`src/hw/rtl/mbse_pkg.sv`:
```
// Shared types, constants and helper functions for the multiboot stream encryptor.
// Every RTL file uses this package through scoped names; it depends on nothing.
package mbse_pkg;

   // Transfer limits
   localparam int MAX_PROGRAM_BYTES = 262144;
   localparam int OFFSET_W          = $clog2(MAX_PROGRAM_BYTES + 1);
   localparam int LENGTH_W          = 18;
   localparam int QUEUE_DEPTH       = 2;
   localparam int QUEUE_PTR_W       = $clog2(QUEUE_DEPTH);
   localparam int QUEUE_CNT_W       = $clog2(QUEUE_DEPTH + 1);

   // Cipher constants
   localparam logic [31:0] KEY_UNWRAP     = 32'h6f646573;
   localparam logic [31:0] KEY_MULT       = 32'h6177614b;
   localparam logic [31:0] MASK_CONST     = 32'h20796220;
   localparam logic [31:0] OFFSET_BIAS    = 32'h02000000;
   localparam logic [31:0] AUTH_MASK      = 32'h3f80ffff;
   localparam logic [31:0] AUTH_FILL      = 32'h80808080;
   localparam logic [15:0] CRC_POLY       = 16'ha1c1;
   localparam logic [15:0] CRC_INIT       = 16'h15a0;
   localparam logic [15:0] SPEED_ZERO_TAG = 16'h0070;
   localparam int          HEADER_BYTES   = 'h200;
   localparam int          CRYPT_START    = 'hc0;
   localparam int          CHANNEL_OFFSET = 'hc4;

   typedef logic [OFFSET_W-1:0] offset_type;

   // Request command codes
   typedef enum logic [0:0] {
      CMD_START = 1'b0,
      CMD_EMIT  = 1'b1
   } cmd_type;

   // Kind of word on the response channel
   typedef enum logic [1:0] {
      KIND_AUTH  = 2'd0,
      KIND_PROG  = 2'd1,
      KIND_FINAL = 2'd2
   } kind_type;

   // Configuration register indexes
   typedef enum logic [2:0] {
      REG_CHALLENGE = 3'd0,
      REG_COLOR     = 3'd1,
      REG_SPEED     = 3'd2,
      REG_LENGTH    = 3'd3,
      REG_CHANNEL   = 3'd4
   } csr_index_type;

   // Configuration register file contents
   typedef struct packed {
      logic [31:0]         challenge;
      logic [2:0]          color;
      logic signed [3:0]   speed;
      logic [LENGTH_W-1:0] length;
      logic [1:0]          channel;
   } cfg_type;

   // One classified request between front and back
   typedef struct packed {
      logic        is_start;
      logic [31:0] data;
      offset_type  total;
   } queue_entry_type;

   // Transfer size: length rounded up to 8, clamped to [header, max]
   function automatic offset_type total_bytes(logic [LENGTH_W-1:0] len);
      logic [LENGTH_W:0] rnd;
      rnd = ({1'b0, len} + (LENGTH_W + 1)'(7)) & ~(LENGTH_W + 1)'(7);
      if (rnd < (LENGTH_W + 1)'(HEADER_BYTES)) begin
         rnd = (LENGTH_W + 1)'(HEADER_BYTES);
      end
      if (rnd > (LENGTH_W + 1)'(MAX_PROGRAM_BYTES)) begin
         rnd = (LENGTH_W + 1)'(MAX_PROGRAM_BYTES);
      end
      return OFFSET_W'(rnd);
   endfunction

   // Number of eight-byte pairs past the header
   function automatic logic [15:0] pair_count(offset_type tot);
      return 16'((tot - OFFSET_W'(HEADER_BYTES)) >> 3);
   endfunction

   // Pack palette and length into the authentication word
   function automatic logic [31:0] auth_word(logic [15:0] pairs, logic [2:0] color,
                                             logic [3:0] speed);
      logic [4:0]  ext;
      logic [4:0]  mag;
      logic [15:0] coded;
      logic [31:0] p32;
      logic [31:0] t1;
      logic [31:0] b;
      logic [31:0] t2;
      logic [31:0] t3;
      ext = {speed[3], speed};
      mag = 5'(~ext + 5'd1);
      if (speed[3]) begin
         coded = ((16'(mag) + 16'd2) << 1) | {9'b0, color, 4'b0};
      end else if (speed == 4'd0) begin
         coded = {12'b0, color, 1'b0} | SPEED_ZERO_TAG;
      end else begin
         coded = ((16'(speed[2:0]) - 16'd1) << 1) | {9'b0, color, 4'b0};
      end
      coded[0] = coded[0] | pairs[14];
      p32 = {16'b0, pairs};
      t1  = (((p32 << 16) | 32'h00003f80) & AUTH_MASK) << 1;
      b   = {{24{t1[15]}}, t1[15:8]};
      t1  = t1 + ((b & p32) << 16);
      t2  = {8'b0, coded[7:0], 16'b0} + (t1 & 32'h00ff0000) + ((t1 >> 8) & 32'h00ffff00);
      t3  = {coded, 16'b0} | ((t2 << 8) & 32'hff000000) | (t1 >> 16) | AUTH_FILL;
      return t3 ^ (t3[9] ? KEY_UNWRAP : KEY_MULT);
   endfunction

   // CRC-16 over one word, LSB first; linear, so it flattens to an XOR network
   function automatic logic [15:0] crc_word(logic [15:0] crc_in, logic [31:0] w);
      logic [15:0] c;
      c = crc_in;
      for (int i = 0; i < 32; i++) begin
         if (w[i] ^ c[0]) begin
            c = (c >> 1) ^ CRC_POLY;
         end else begin
            c = c >> 1;
         end
      end
      return c;
   endfunction

endpackage

```
`src/hw/rtl/mbse_if.sv`:
```
// Handshake channel interfaces for the multiboot stream encryptor.
// Depends on mbse_pkg for the offset width.

// Request channel: command and four program bytes
interface mbse_req_if;
   logic        valid;
   logic        ready;
   logic        cmd;
   logic [31:0] prog_word;
   modport source (output valid, output cmd, output prog_word, input ready);
   modport sink   (input valid, input cmd, input prog_word, output ready);
endinterface

// Response channel: one transfer word per request
interface mbse_rsp_if;
   logic                         valid;
   logic                         ready;
   logic [31:0]                  out_word;
   logic [1:0]                   word_kind;
   logic [mbse_pkg::OFFSET_W-1:0] byte_offset;
   logic                         is_last;
   logic                         status;
   modport source (output valid, output out_word, output word_kind, output byte_offset,
                   output is_last, output status, input ready);
   modport sink   (input valid, input out_word, input word_kind, input byte_offset,
                   input is_last, input status, output ready);
endinterface

// Configuration write channel
interface mbse_csr_if;
   logic        valid;
   logic        ready;
   logic [2:0]  addr;
   logic [31:0] wdata;
   modport source (output valid, output addr, output wdata, input ready);
   modport sink   (input valid, input addr, input wdata, output ready);
endinterface

```
`src/hw/rtl/mbse_front.sv`:
```
// Front end: accepts requests, classifies them and builds the authentication word.
// Depends on mbse_pkg and mbse_req_if; feeds mbse_queue.
module mbse_front (
   mbse_req_if.sink                 req_ch,
   input  mbse_pkg::cfg_type        cfg,
   input  logic                     queue_full,
   output logic                     push,
   output mbse_pkg::queue_entry_type push_entry
);

   mbse_pkg::offset_type tot;
   logic                 is_start;

   // Take a request whenever the queue has room
   assign req_ch.ready = !queue_full;
   assign push         = req_ch.valid && !queue_full;

   // Classify the request; start requests carry the packed authentication word
   always_comb begin
      tot      = mbse_pkg::total_bytes(cfg.length);
      is_start = (req_ch.cmd == mbse_pkg::CMD_START);
      push_entry.is_start = is_start;
      push_entry.total    = tot;
      if (is_start) begin
         push_entry.data = mbse_pkg::auth_word(mbse_pkg::pair_count(tot), cfg.color,
                                               cfg.speed);
      end else begin
         push_entry.data = req_ch.prog_word;
      end
   end

endmodule

```
`src/hw/rtl/mbse_queue.sv`:
```
// Two-entry request queue between front and back end.
// Depends on mbse_pkg for the entry type and depth.
module mbse_queue (
   input  logic                      clock,
   input  logic                      reset,
   input  logic                      push,
   input  mbse_pkg::queue_entry_type push_entry,
   output logic                      full,
   input  logic                      pop,
   output logic                      not_empty,
   output mbse_pkg::queue_entry_type head
);

   mbse_pkg::queue_entry_type            slot_ff [mbse_pkg::QUEUE_DEPTH];
   logic [mbse_pkg::QUEUE_PTR_W-1:0]     wr_ptr_ff, wr_ptr_in;
   logic [mbse_pkg::QUEUE_PTR_W-1:0]     rd_ptr_ff, rd_ptr_in;
   logic [mbse_pkg::QUEUE_CNT_W-1:0]     count_ff, count_in;

   assign full      = (count_ff == mbse_pkg::QUEUE_CNT_W'(mbse_pkg::QUEUE_DEPTH));
   assign not_empty = (count_ff != '0);
   assign head      = slot_ff[rd_ptr_ff];

   // Advance pointers and count
   always_comb begin
      wr_ptr_in = wr_ptr_ff;
      rd_ptr_in = rd_ptr_ff;
      count_in  = count_ff;
      if (push) begin
         wr_ptr_in = wr_ptr_ff + mbse_pkg::QUEUE_PTR_W'(1);
      end
      if (pop) begin
         rd_ptr_in = rd_ptr_ff + mbse_pkg::QUEUE_PTR_W'(1);
      end
      if (push && !pop) begin
         count_in = count_ff + mbse_pkg::QUEUE_CNT_W'(1);
      end else if (pop && !push) begin
         count_in = count_ff - mbse_pkg::QUEUE_CNT_W'(1);
      end
   end

   always_ff @(posedge clock) begin
      if (reset) begin
         wr_ptr_ff <= '0;
         rd_ptr_ff <= '0;
         count_ff  <= '0;
      end else begin
         wr_ptr_ff <= wr_ptr_in;
         rd_ptr_ff <= rd_ptr_in;
         count_ff  <= count_in;
      end
   end

   // Hold entries
   always_ff @(posedge clock) begin
      if (push) begin
         slot_ff[wr_ptr_ff] <= push_entry;
      end
   end

endmodule

```
`src/hw/rtl/mbse_back.sv`:
```
// Back end: session state, CRC, key stepping and the response register.
// Depends on mbse_pkg and mbse_rsp_if; drains mbse_queue.
module mbse_back (
   input  logic                      clock,
   input  logic                      reset,
   input  mbse_pkg::cfg_type         cfg,
   input  logic                      head_valid,
   input  mbse_pkg::queue_entry_type head,
   output logic                      pop,
   mbse_rsp_if.source                rsp_ch
);

   // Session state
   logic [31:0]          key_ff, key_in;
   logic [15:0]          crc_ff, crc_in;
   mbse_pkg::offset_type offset_ff, offset_in;
   mbse_pkg::offset_type total_ff, total_in;
   logic                 active_ff, active_in;

   // Response register
   logic                 rsp_valid_ff, rsp_valid_in;
   logic [31:0]          word_ff, word_in;
   mbse_pkg::kind_type   kind_ff, kind_in;
   mbse_pkg::offset_type rsp_off_ff, rsp_off_in;
   logic                 last_ff, last_in;
   logic                 status_ff, status_in;

   logic                 final_hit;
   logic                 crypt;
   logic [31:0]          plain;
   logic [31:0]          key_step;
   logic [31:0]          off_term;

   // Drain the queue whenever the response register is free or being taken
   assign pop = head_valid && (!rsp_valid_ff || rsp_ch.ready);

   always_comb begin
      key_in       = key_ff;
      crc_in       = crc_ff;
      offset_in    = offset_ff;
      total_in     = total_ff;
      active_in    = active_ff;
      rsp_valid_in = rsp_valid_ff;
      word_in      = word_ff;
      kind_in      = kind_ff;
      rsp_off_in   = rsp_off_ff;
      last_in      = last_ff;
      status_in    = status_ff;

      final_hit = (offset_ff == total_ff);
      crypt     = (offset_ff >= mbse_pkg::OFFSET_W'(mbse_pkg::CRYPT_START));
      key_step  = 32'(key_ff * mbse_pkg::KEY_MULT) + 32'd1;
      off_term  = ~(mbse_pkg::OFFSET_BIAS + 32'(offset_ff)) + 32'd1;

      // Plain word: program data, channel number or checksum trailer
      if (final_hit) begin
         plain = {16'(offset_ff), crc_ff};
      end else if (offset_ff == mbse_pkg::OFFSET_W'(mbse_pkg::CHANNEL_OFFSET)) begin
         plain = {22'b0, cfg.channel, 8'b0};
      end else begin
         plain = head.data;
      end

      if (rsp_ch.ready) begin
         rsp_valid_in = 1'b0;
      end

      if (pop) begin
         rsp_valid_in = 1'b1;
         if (head.is_start) begin
            // Restart the session and emit the authentication word
            key_in     = cfg.challenge ^ mbse_pkg::KEY_UNWRAP;
            crc_in     = mbse_pkg::CRC_INIT;
            offset_in  = '0;
            total_in   = head.total;
            active_in  = 1'b1;
            word_in    = head.data;
            kind_in    = mbse_pkg::KIND_AUTH;
            rsp_off_in = '0;
            last_in    = 1'b0;
            status_in  = 1'b0;
         end else if (!active_ff) begin
            // No session: flag the response and leave state alone
            word_in    = '0;
            kind_in    = mbse_pkg::KIND_AUTH;
            rsp_off_in = '0;
            last_in    = 1'b0;
            status_in  = 1'b1;
         end else begin
            if (!final_hit && crypt) begin
               crc_in = mbse_pkg::crc_word(crc_ff, plain);
            end
            if (crypt) begin
               key_in  = key_step;
               word_in = plain ^ key_step ^ off_term ^ mbse_pkg::MASK_CONST;
            end else begin
               word_in = plain;
            end
            kind_in    = final_hit ? mbse_pkg::KIND_FINAL : mbse_pkg::KIND_PROG;
            rsp_off_in = offset_ff;
            last_in    = final_hit;
            status_in  = 1'b0;
            if (final_hit || offset_ff >= total_ff) begin
               active_in = 1'b0;
            end else begin
               offset_in = offset_ff + mbse_pkg::OFFSET_W'(4);
            end
         end
      end
   end

   // Session and handshake state
   always_ff @(posedge clock) begin
      if (reset) begin
         key_ff       <= '0;
         crc_ff       <= mbse_pkg::CRC_INIT;
         offset_ff    <= '0;
         total_ff     <= '0;
         active_ff    <= 1'b0;
         rsp_valid_ff <= 1'b0;
      end else begin
         key_ff       <= key_in;
         crc_ff       <= crc_in;
         offset_ff    <= offset_in;
         total_ff     <= total_in;
         active_ff    <= active_in;
         rsp_valid_ff <= rsp_valid_in;
      end
   end

   // Response payload
   always_ff @(posedge clock) begin
      word_ff    <= word_in;
      kind_ff    <= kind_in;
      rsp_off_ff <= rsp_off_in;
      last_ff    <= last_in;
      status_ff  <= status_in;
   end

   assign rsp_ch.valid       = rsp_valid_ff;
   assign rsp_ch.out_word    = word_ff;
   assign rsp_ch.word_kind   = kind_ff;
   assign rsp_ch.byte_offset = rsp_off_ff;
   assign rsp_ch.is_last     = last_ff;
   assign rsp_ch.status      = status_ff;

`ifndef SYNTH
   // A no-session response carries nothing else
   a_status_clean: assert property (@(posedge clock) disable iff (reset)
      rsp_valid_ff && status_ff |-> word_ff == '0 && rsp_off_ff == '0 && !last_ff)
      else $error("no-session response carries data");

   // The last flag marks exactly the checksum word
   a_last_kind: assert property (@(posedge clock) disable iff (reset)
      rsp_valid_ff |-> last_ff == (kind_ff == mbse_pkg::KIND_FINAL))
      else $error("last flag and word kind disagree");

   // The session closes once the checksum word is issued
   a_close: assert property (@(posedge clock) disable iff (reset)
      pop && !head.is_start && active_ff && final_hit |=> !active_ff)
      else $error("session still open after checksum word");

   // Offsets stay word aligned and within the transfer
   a_offset: assert property (@(posedge clock) disable iff (reset)
      active_ff |-> offset_ff[1:0] == 2'b00 && offset_ff <= total_ff)
      else $error("session offset out of range");
`endif

endmodule

```
`src/hw/rtl/multiboot_stream_encryptor_unit.sv`:
```
// Top level of the multiboot stream encryptor: configuration registers and
// the front end, request queue and back end. Depends on mbse_pkg and the mbse interfaces.
//
// Usage:
//   csr_ch  writes one configuration register per handshake (always ready);
//           write only while no request is outstanding.
//   req_ch  cmd 0 starts a session and yields the authentication word;
//           cmd 1 yields the next transfer word from prog_word.
//   rsp_ch  exactly one response per request, in request order.
// Throughput: one request per cycle while rsp_ch.ready is high; the session key multiply
//   and the CRC update of one word are both combinational in the back end.
// Path: an accepted request passes through a queue entry, then the response
//   register, before it shows on rsp_ch.
// Stall: when rsp_ch.ready is low the response register holds, the
//   two-entry queue fills, and req_ch.ready drops once it is full.
// Reset: synchronous; clears the queue, ends any session, and returns the
//   registers to their defaults (program length 512, others zero).
module multiboot_stream_encryptor_unit (
   input  logic       clock,
   input  logic       reset,
   mbse_csr_if.sink   csr_ch,
   mbse_req_if.sink   req_ch,
   mbse_rsp_if.source rsp_ch
);

   mbse_pkg::cfg_type         cfg_ff;
   mbse_pkg::cfg_type         cfg_in;
   logic                      push;
   mbse_pkg::queue_entry_type push_entry;
   logic                      queue_full;
   logic                      pop;
   logic                      head_valid;
   mbse_pkg::queue_entry_type head;

   assign csr_ch.ready = 1'b1;

   // Decode configuration writes; unknown indexes are dropped
   always_comb begin
      cfg_in = cfg_ff;
      if (csr_ch.valid) begin
         unique case (mbse_pkg::csr_index_type'(csr_ch.addr))
            mbse_pkg::REG_CHALLENGE: cfg_in.challenge = csr_ch.wdata;
            mbse_pkg::REG_COLOR:     cfg_in.color     = csr_ch.wdata[2:0];
            mbse_pkg::REG_SPEED:     cfg_in.speed     = csr_ch.wdata[3:0];
            mbse_pkg::REG_LENGTH:    cfg_in.length    = csr_ch.wdata[mbse_pkg::LENGTH_W-1:0];
            mbse_pkg::REG_CHANNEL:   cfg_in.channel   = csr_ch.wdata[1:0];
            default: ;
         endcase
      end
   end

   always_ff @(posedge clock) begin
      if (reset) begin
         cfg_ff.challenge <= '0;
         cfg_ff.color     <= '0;
         cfg_ff.speed     <= '0;
         cfg_ff.length    <= mbse_pkg::LENGTH_W'(mbse_pkg::HEADER_BYTES);
         cfg_ff.channel   <= '0;
      end else begin
         cfg_ff <= cfg_in;
      end
   end

   mbse_front u_front (
      .req_ch     (req_ch),
      .cfg        (cfg_ff),
      .queue_full (queue_full),
      .push       (push),
      .push_entry (push_entry)
   );

   mbse_queue u_queue (
      .clock      (clock),
      .reset      (reset),
      .push       (push),
      .push_entry (push_entry),
      .full       (queue_full),
      .pop        (pop),
      .not_empty  (head_valid),
      .head       (head)
   );

   mbse_back u_back (
      .clock      (clock),
      .reset      (reset),
      .cfg        (cfg_ff),
      .head_valid (head_valid),
      .head       (head),
      .pop        (pop),
      .rsp_ch     (rsp_ch)
   );

endmodule
```
`src/flat_wrapper.sv`:
```
// flat-port wrapper written by rule: the top's interface ports become plain ports
module multiboot_stream_encryptor_unit_flat 
  (clock, reset, csr_ch_valid, csr_ch_addr, csr_ch_wdata, csr_ch_ready, req_ch_valid, req_ch_cmd, req_ch_prog_word, req_ch_ready, rsp_ch_valid, rsp_ch_out_word, rsp_ch_word_kind, rsp_ch_byte_offset, rsp_ch_is_last, rsp_ch_status, rsp_ch_ready);
  mbse_csr_if csr_ch_i ();
  mbse_req_if req_ch_i ();
  mbse_rsp_if rsp_ch_i ();
  input  logic clock;
  input  logic reset;
  input wire logic [$bits(csr_ch_i.valid)-1:0] csr_ch_valid;
  input wire logic [$bits(csr_ch_i.addr)-1:0] csr_ch_addr;
  input wire logic [$bits(csr_ch_i.wdata)-1:0] csr_ch_wdata;
  output wire logic [$bits(csr_ch_i.ready)-1:0] csr_ch_ready;
  input wire logic [$bits(req_ch_i.valid)-1:0] req_ch_valid;
  input wire logic [$bits(req_ch_i.cmd)-1:0] req_ch_cmd;
  input wire logic [$bits(req_ch_i.prog_word)-1:0] req_ch_prog_word;
  output wire logic [$bits(req_ch_i.ready)-1:0] req_ch_ready;
  output wire logic [$bits(rsp_ch_i.valid)-1:0] rsp_ch_valid;
  output wire logic [$bits(rsp_ch_i.out_word)-1:0] rsp_ch_out_word;
  output wire logic [$bits(rsp_ch_i.word_kind)-1:0] rsp_ch_word_kind;
  output wire logic [$bits(rsp_ch_i.byte_offset)-1:0] rsp_ch_byte_offset;
  output wire logic [$bits(rsp_ch_i.is_last)-1:0] rsp_ch_is_last;
  output wire logic [$bits(rsp_ch_i.status)-1:0] rsp_ch_status;
  input wire logic [$bits(rsp_ch_i.ready)-1:0] rsp_ch_ready;
  assign csr_ch_i.valid = csr_ch_valid;
  assign csr_ch_i.addr = csr_ch_addr;
  assign csr_ch_i.wdata = csr_ch_wdata;
  assign csr_ch_ready = csr_ch_i.ready;
  assign req_ch_i.valid = req_ch_valid;
  assign req_ch_i.cmd = req_ch_cmd;
  assign req_ch_i.prog_word = req_ch_prog_word;
  assign req_ch_ready = req_ch_i.ready;
  assign rsp_ch_valid = rsp_ch_i.valid;
  assign rsp_ch_out_word = rsp_ch_i.out_word;
  assign rsp_ch_word_kind = rsp_ch_i.word_kind;
  assign rsp_ch_byte_offset = rsp_ch_i.byte_offset;
  assign rsp_ch_is_last = rsp_ch_i.is_last;
  assign rsp_ch_status = rsp_ch_i.status;
  assign rsp_ch_i.ready = rsp_ch_ready;
  multiboot_stream_encryptor_unit u_core (.clock(clock), .reset(reset), .csr_ch(csr_ch_i), .req_ch(req_ch_i), .rsp_ch(rsp_ch_i));
endmodule
```
`config.mk`:
```
export PLATFORM = sky130hd
export DESIGN_NAME = multiboot_stream_encryptor_unit_flat
export DESIGN_NICKNAME = d
export VERILOG_FILES = /design/src/hw/rtl/mbse_pkg.sv /design/src/hw/rtl/mbse_if.sv /design/src/hw/rtl/mbse_front.sv /design/src/hw/rtl/mbse_queue.sv /design/src/hw/rtl/mbse_back.sv /design/src/hw/rtl/multiboot_stream_encryptor_unit.sv /design/src/flat_wrapper.sv
export SDC_FILE = /design/constraint.sdc
export NUM_CORES = 1
export LEC_CHECK = 0
export ABC_AREA = 0
export ABC_CLOCK_PERIOD_IN_PS = 12800
export BUFFER_PORTS_ARGS = -buffer_cell sky130_fd_sc_hd__clkbuf_2
export CAP_MARGIN = 20
export CORE_MARGIN = 10
export CORE_UTILIZATION = 45
export CTS_BUF_LIST = sky130_fd_sc_hd__clkbuf_4
export CTS_CLUSTER_SIZE = 16
export DETAILED_ROUTE_END_ITERATION = 7
export GPL_TIMING_DRIVEN = 0
export PLACE_DENSITY_LB_ADDON = 0.25
export SYNTH_ARGS = -nofsm -noshare
export SYNTH_HDL_FRONTEND = slang
export SYNTH_SLANG_ARGS = --single-unit
```
`constraint.sdc`:
```
create_clock -name clock -period 12.8 [get_ports clock]
set_input_delay 1.28 -clock clock [delete_from_list [all_inputs] [get_ports clock]]
set_output_delay 1.28 -clock clock [all_outputs]
set_load 0.02 [all_outputs]
```
==> Flow_metrics.wiki <==
{| class="wikitable"
! Metric !! Value
|-
| Max Slew Vio Count || 0
|-
| Final worst path period share || 63.7%
|-
| Number of cells produced by synthesis || 2,599
|-
| Width of the chip || 255 µm
|-
| Worst-path maximum fanout || 8
|-
| Final TNS setup || 0 ps
|-
| Post-CTS Setup Repair Bufs || 0
|-
| Die ar. || 0.0649 mm²
|-
| Placed Cells || 3,427
|-
| Number of detailed-routing iterations run before antenna repair || 7
|-
| R2R depth || 24
|-
| Post-CTS clock slew at the launch and capture registers of the worst setup and hold paths || 60 ps
|-
| Final number of setup-violating endpoints || 0
|-
| Crit path capture type || flop
|-
| Wire length of the first global-routing pass || 119,000 µm
|-
| Area overhead of the layout relative to synthesis || 10.7%
|-
| Filler Cell Count || 5,126
|-
| Pin count of the biggest net entering global routing || 39
|-
| Req. time, crit path || 13,330 ps
|-
| Clock buffers created by TritonCTS || 83
|-
| Crit Path Category || reg -> reg
|-
| Most used flip-flop cell after synthesis || sky130_fd_sc_hd__edfxtp_1
|-
| DRC marker count from the first detailed-route iteration || 1,429
|-
| Overall track demand over capacity in global routing || 24.4%
|-
| Cts hold-fix bufs || 0
|-
| Fin. Hold Viols || 0
|-
| Height of the die || 255 µm
|-
| Worst Tran Pin Value || 1080 ps
|-
| Post-synthesis area per instance || 9.55 µm²
|-
| Worst Hold Path Cells || 2
|-
| Max-cap violations || 0
|-
| Clock Skew || 68.7 ps
|-
| Worst slack, placed || 4730 ps
|-
| Routed vias/inst || 5.38
|-
| Worst path setup slack after routing || 4650 ps
|-
| Async SR Flop Fraction || 0%
|-
| Top library cells by usage in the layout, fill and taps aside || 397 x sky130_fd_sc_hd__inv_1, 238 x sky130_fd_sc_hd__nand2_1, 223 x sky130_fd_sc_hd__xnor2_1
|-
| Cell at the root of the clock tree || sky130_fd_sc_hd__clkbuf_4
|-
| Clock tree from TritonCTS || done
|-
| Count of cell types in the netlist || 87
|-
| Reg2reg start || u_core.u_back.key_ff[9]
|-
| Area of the core region || 0.0542 mm²
|-
| Setup repair after global routing missed its margin || no
|-
| Number of warnings printed during yosys synthesis || 0
|-
| Synthesis-stage register bit count || 297
|-
| EDFF count, synth || 150
|-
| Net count of the finished layout || 3,272
|-
| Initial cell density of the core || 45.7%
|-
| Hold Crit Start || u_core.cfg_ff[28]
|-
| Crit path launch || u_core.u_back.key_ff[9]
|-
| Worst path slowest cell || sky130_fd_sc_hd__dfxtp_1
|-
| Initial antenna violation count || 2
|-
| Worst endpoint data arrival time || 8680 ps
|-
| Routability congestion estimate from global placement || 1.00
|-
| Deepest clock path buffer count || 3
|-
| Remaining DRCs || 0
|-
| Largest stage delay on the critical path || 700 ps
|-
| FF-to-FF End || u_core.u_back.rsp_ch.out_word[31]
|-
| Clock latency at the later pin of the worst-skew pair || 830 ps
|-
| Via count of the first global-routing pass || 19,600
|-
| Cell area after technology mapping || 0.0248 mm²
|-
| Half-perimeter wire length after detailed placement || 65,200 µm
|-
| Number of buffers added on ports || 126
|-
| DRT antenna net count || 0
|-
| Share of cells above drive strength 1 || 11.9%
|-
| Sequential element share of the synthesized area || 30.0%
|-
| Layout Cells excl Fill || 3,577
|-
| Resize count post-CTS || 0
|-
| Type of the worst min-delay path || reg -> reg
|-
| Normalized max-slew margin || 27.7%
|-
| Sort of element at the start of the critical path || flop
|-
| Crit-path most repeated cell || sky130_fd_sc_hd__fa_1
|-
| Count of H-tree levels built during CTS || 3
|-
| Final design area excluding fillers || 0.0275 mm²
|-
| Final wirelength || 78,600 µm
|-
| Ordered cell list for the critical path || inv_1, fa_1, inv_1, fa_1, fa_1, inv_1, fa_1, inv_1, fa_1, inv_1, fa_1, inv_1, fa_1, fa_1, ha_1, a21o_1, a21oi_1, nor2b_1, a31oi_1, o211ai_1, a21oi_1, xnor2_1, nor3_1, o32ai_1
|-
| Worst min-delay path endpoint || u_core.cfg_ff[28]
|-
| Sink count of the clock tree || 297
|-
| Vias || 19,200
|-
| Highest attainable clock frequency || 0.123 GHz
|-
| Global route overflow || 0
|-
| Total placed instance area || 0.0264 mm²
|-
| # IOs || 131
|-
| Most common library cell in the layout ignoring fill and taps || sky130_fd_sc_hd__inv_1
|-
| Setup slack on the worst flop-to-flop path || 4650 ps
|-
| Result of the run || finished, final reports clean
|-
| Std-Cell Rows || 85
|-
| Minimum period implied by the final worst setup slack || 8150 ps
|-
| Routed length per placed instance || 22.0 µm
|}
## logic make-up after synthesis
| group | Yosys count | share of synthesized area (%) |
|---|---|---|
| buffers and inverters | 513 | 8.01 |
| other | 2 | 0.0303 |
| adders and majority gates | 382 | 24.8 |
| muxes | 82 | 3.41 |
| AOI/OAI and AO/OA | 399 | 10.1 |
| and+or+nand+nor | 585 | 10.5 |
| DFF | 297 | 30.0 |
| xor gates and xnor gates | 339 | 13.1 |
## critical path, delay by kind of cell (launching register included)
kind / cells / cell delay [ps]
compound gates: 6 / 1530
xor+xnor: 1 / 380
fa+ha+maj: 9 / 4360
buf+inv: 6 / 680
flops: 1 / 700
simple gates: 2 / 200
## state kept, by name, summed over array words and instances (netlist names), named ones only
register,flops
u_core.cfg_ff,59
u_core.u_back.active_ff,1
u_core.u_back.crc_ff,16
u_core.u_back.key_ff,32
u_core.u_back.offset_ff,17
u_core.u_back.rsp_ch.byte_offset,17
u_core.u_back.rsp_ch.is_last,1
u_core.u_back.rsp_ch.out_word,32
u_core.u_back.rsp_ch.status,1
u_core.u_back.rsp_ch.valid,1
u_core.u_back.rsp_ch.word_kind,1
u_core.u_back.total_ff,16
u_core.u_queue.count_ff,2
u_core.u_queue.rd_ptr_ff,1
u_core.u_queue.slot_ff,98
u_core.u_queue.wr_ptr_ff,1
## how the worst max path moves through the flow
stage / endpoint / cells after the start
global route: u_core.u_back.rsp_ch.out_word[31] / 24
finish: u_core.u_back.rsp_ch.out_word[31] / 24
detailed placement: u_core.u_back.rsp_ch.out_word[31] / 24
CTS: u_core.u_back.rsp_ch.out_word[31] / 24
floorplan: u_core.u_back.rsp_ch.out_word[31] / 24
global placement: u_core.u_back.rsp_ch.out_word[31] / 24
## cell type report
cell class | instances | area (µm²) | area share, %
tap | 696 | 871 | 3.17
buffer | 114 | 490 | 1.79
clock inverter | 28 | 150 | 0.547
clock buffer | 120 | 901 | 3.28
antenna | 1 | 2.50 | 0.00912
timing repair buffer | 132 | 708 | 2.58
multi-input combinational | 1790 | 15400 | 56.0
inverter | 399 | 1500 | 5.46
sequential | 297 | 7450 | 27.1
## per-stage QoR
stage	hold slack (ps)	utilization, %
floorplan	433	-
global placement	445	48.5
detailed placement	456	48.7
CTS	465	50.6
global route	485	50.6
finish	464	50.6
## synth_stat cells, drive strengths merged, types with 6 or more instances
library cell	count	area, µm²
and3	24	150
nor3	23	120
a211oi	49	373
ha	199	2490
mux2	10	113
nand3	21	110
edfxtp	150	4500
a22o	10	87.6
inv	399	1500
nand2b	15	93.8
and2	7	45.1
a311oi	8	70.1
nand4	6	37.5
mux2i	72	733
o22ai	28	175
o21ai	80	400
fa	183	3660
clkbuf	76	285
nor2b	9	56.3
nor4	11	105
or3	16	100
xnor2	235	2160
nor2	196	738
a21oi	142	714
xor2	92	813
nand2	238	893
a21o	10	75.1
o21bai	7	52.6
dfxtp	147	2940
xnor3	11	249
o21a	18	135
buf	38	205
## layer usage
layer | up-vias | wire length (µm) | share of wire (%) | global-route usage, %
li1 | 9031 | - | - | -
met1 | 9459 | 34400 | 44 | 32.3
met4 | 2 | 2000 | 2.5 | 7.65
met2 | 631 | 37200 | 47 | 40.5
met3 | 112 | 4930 | 6.3 | 3.83
met5 | - | 17 | 0.022 | 0
Power is not shown: default switching activity piles up to over one toggle a cycle in this logic, so the estimate is an artifact.
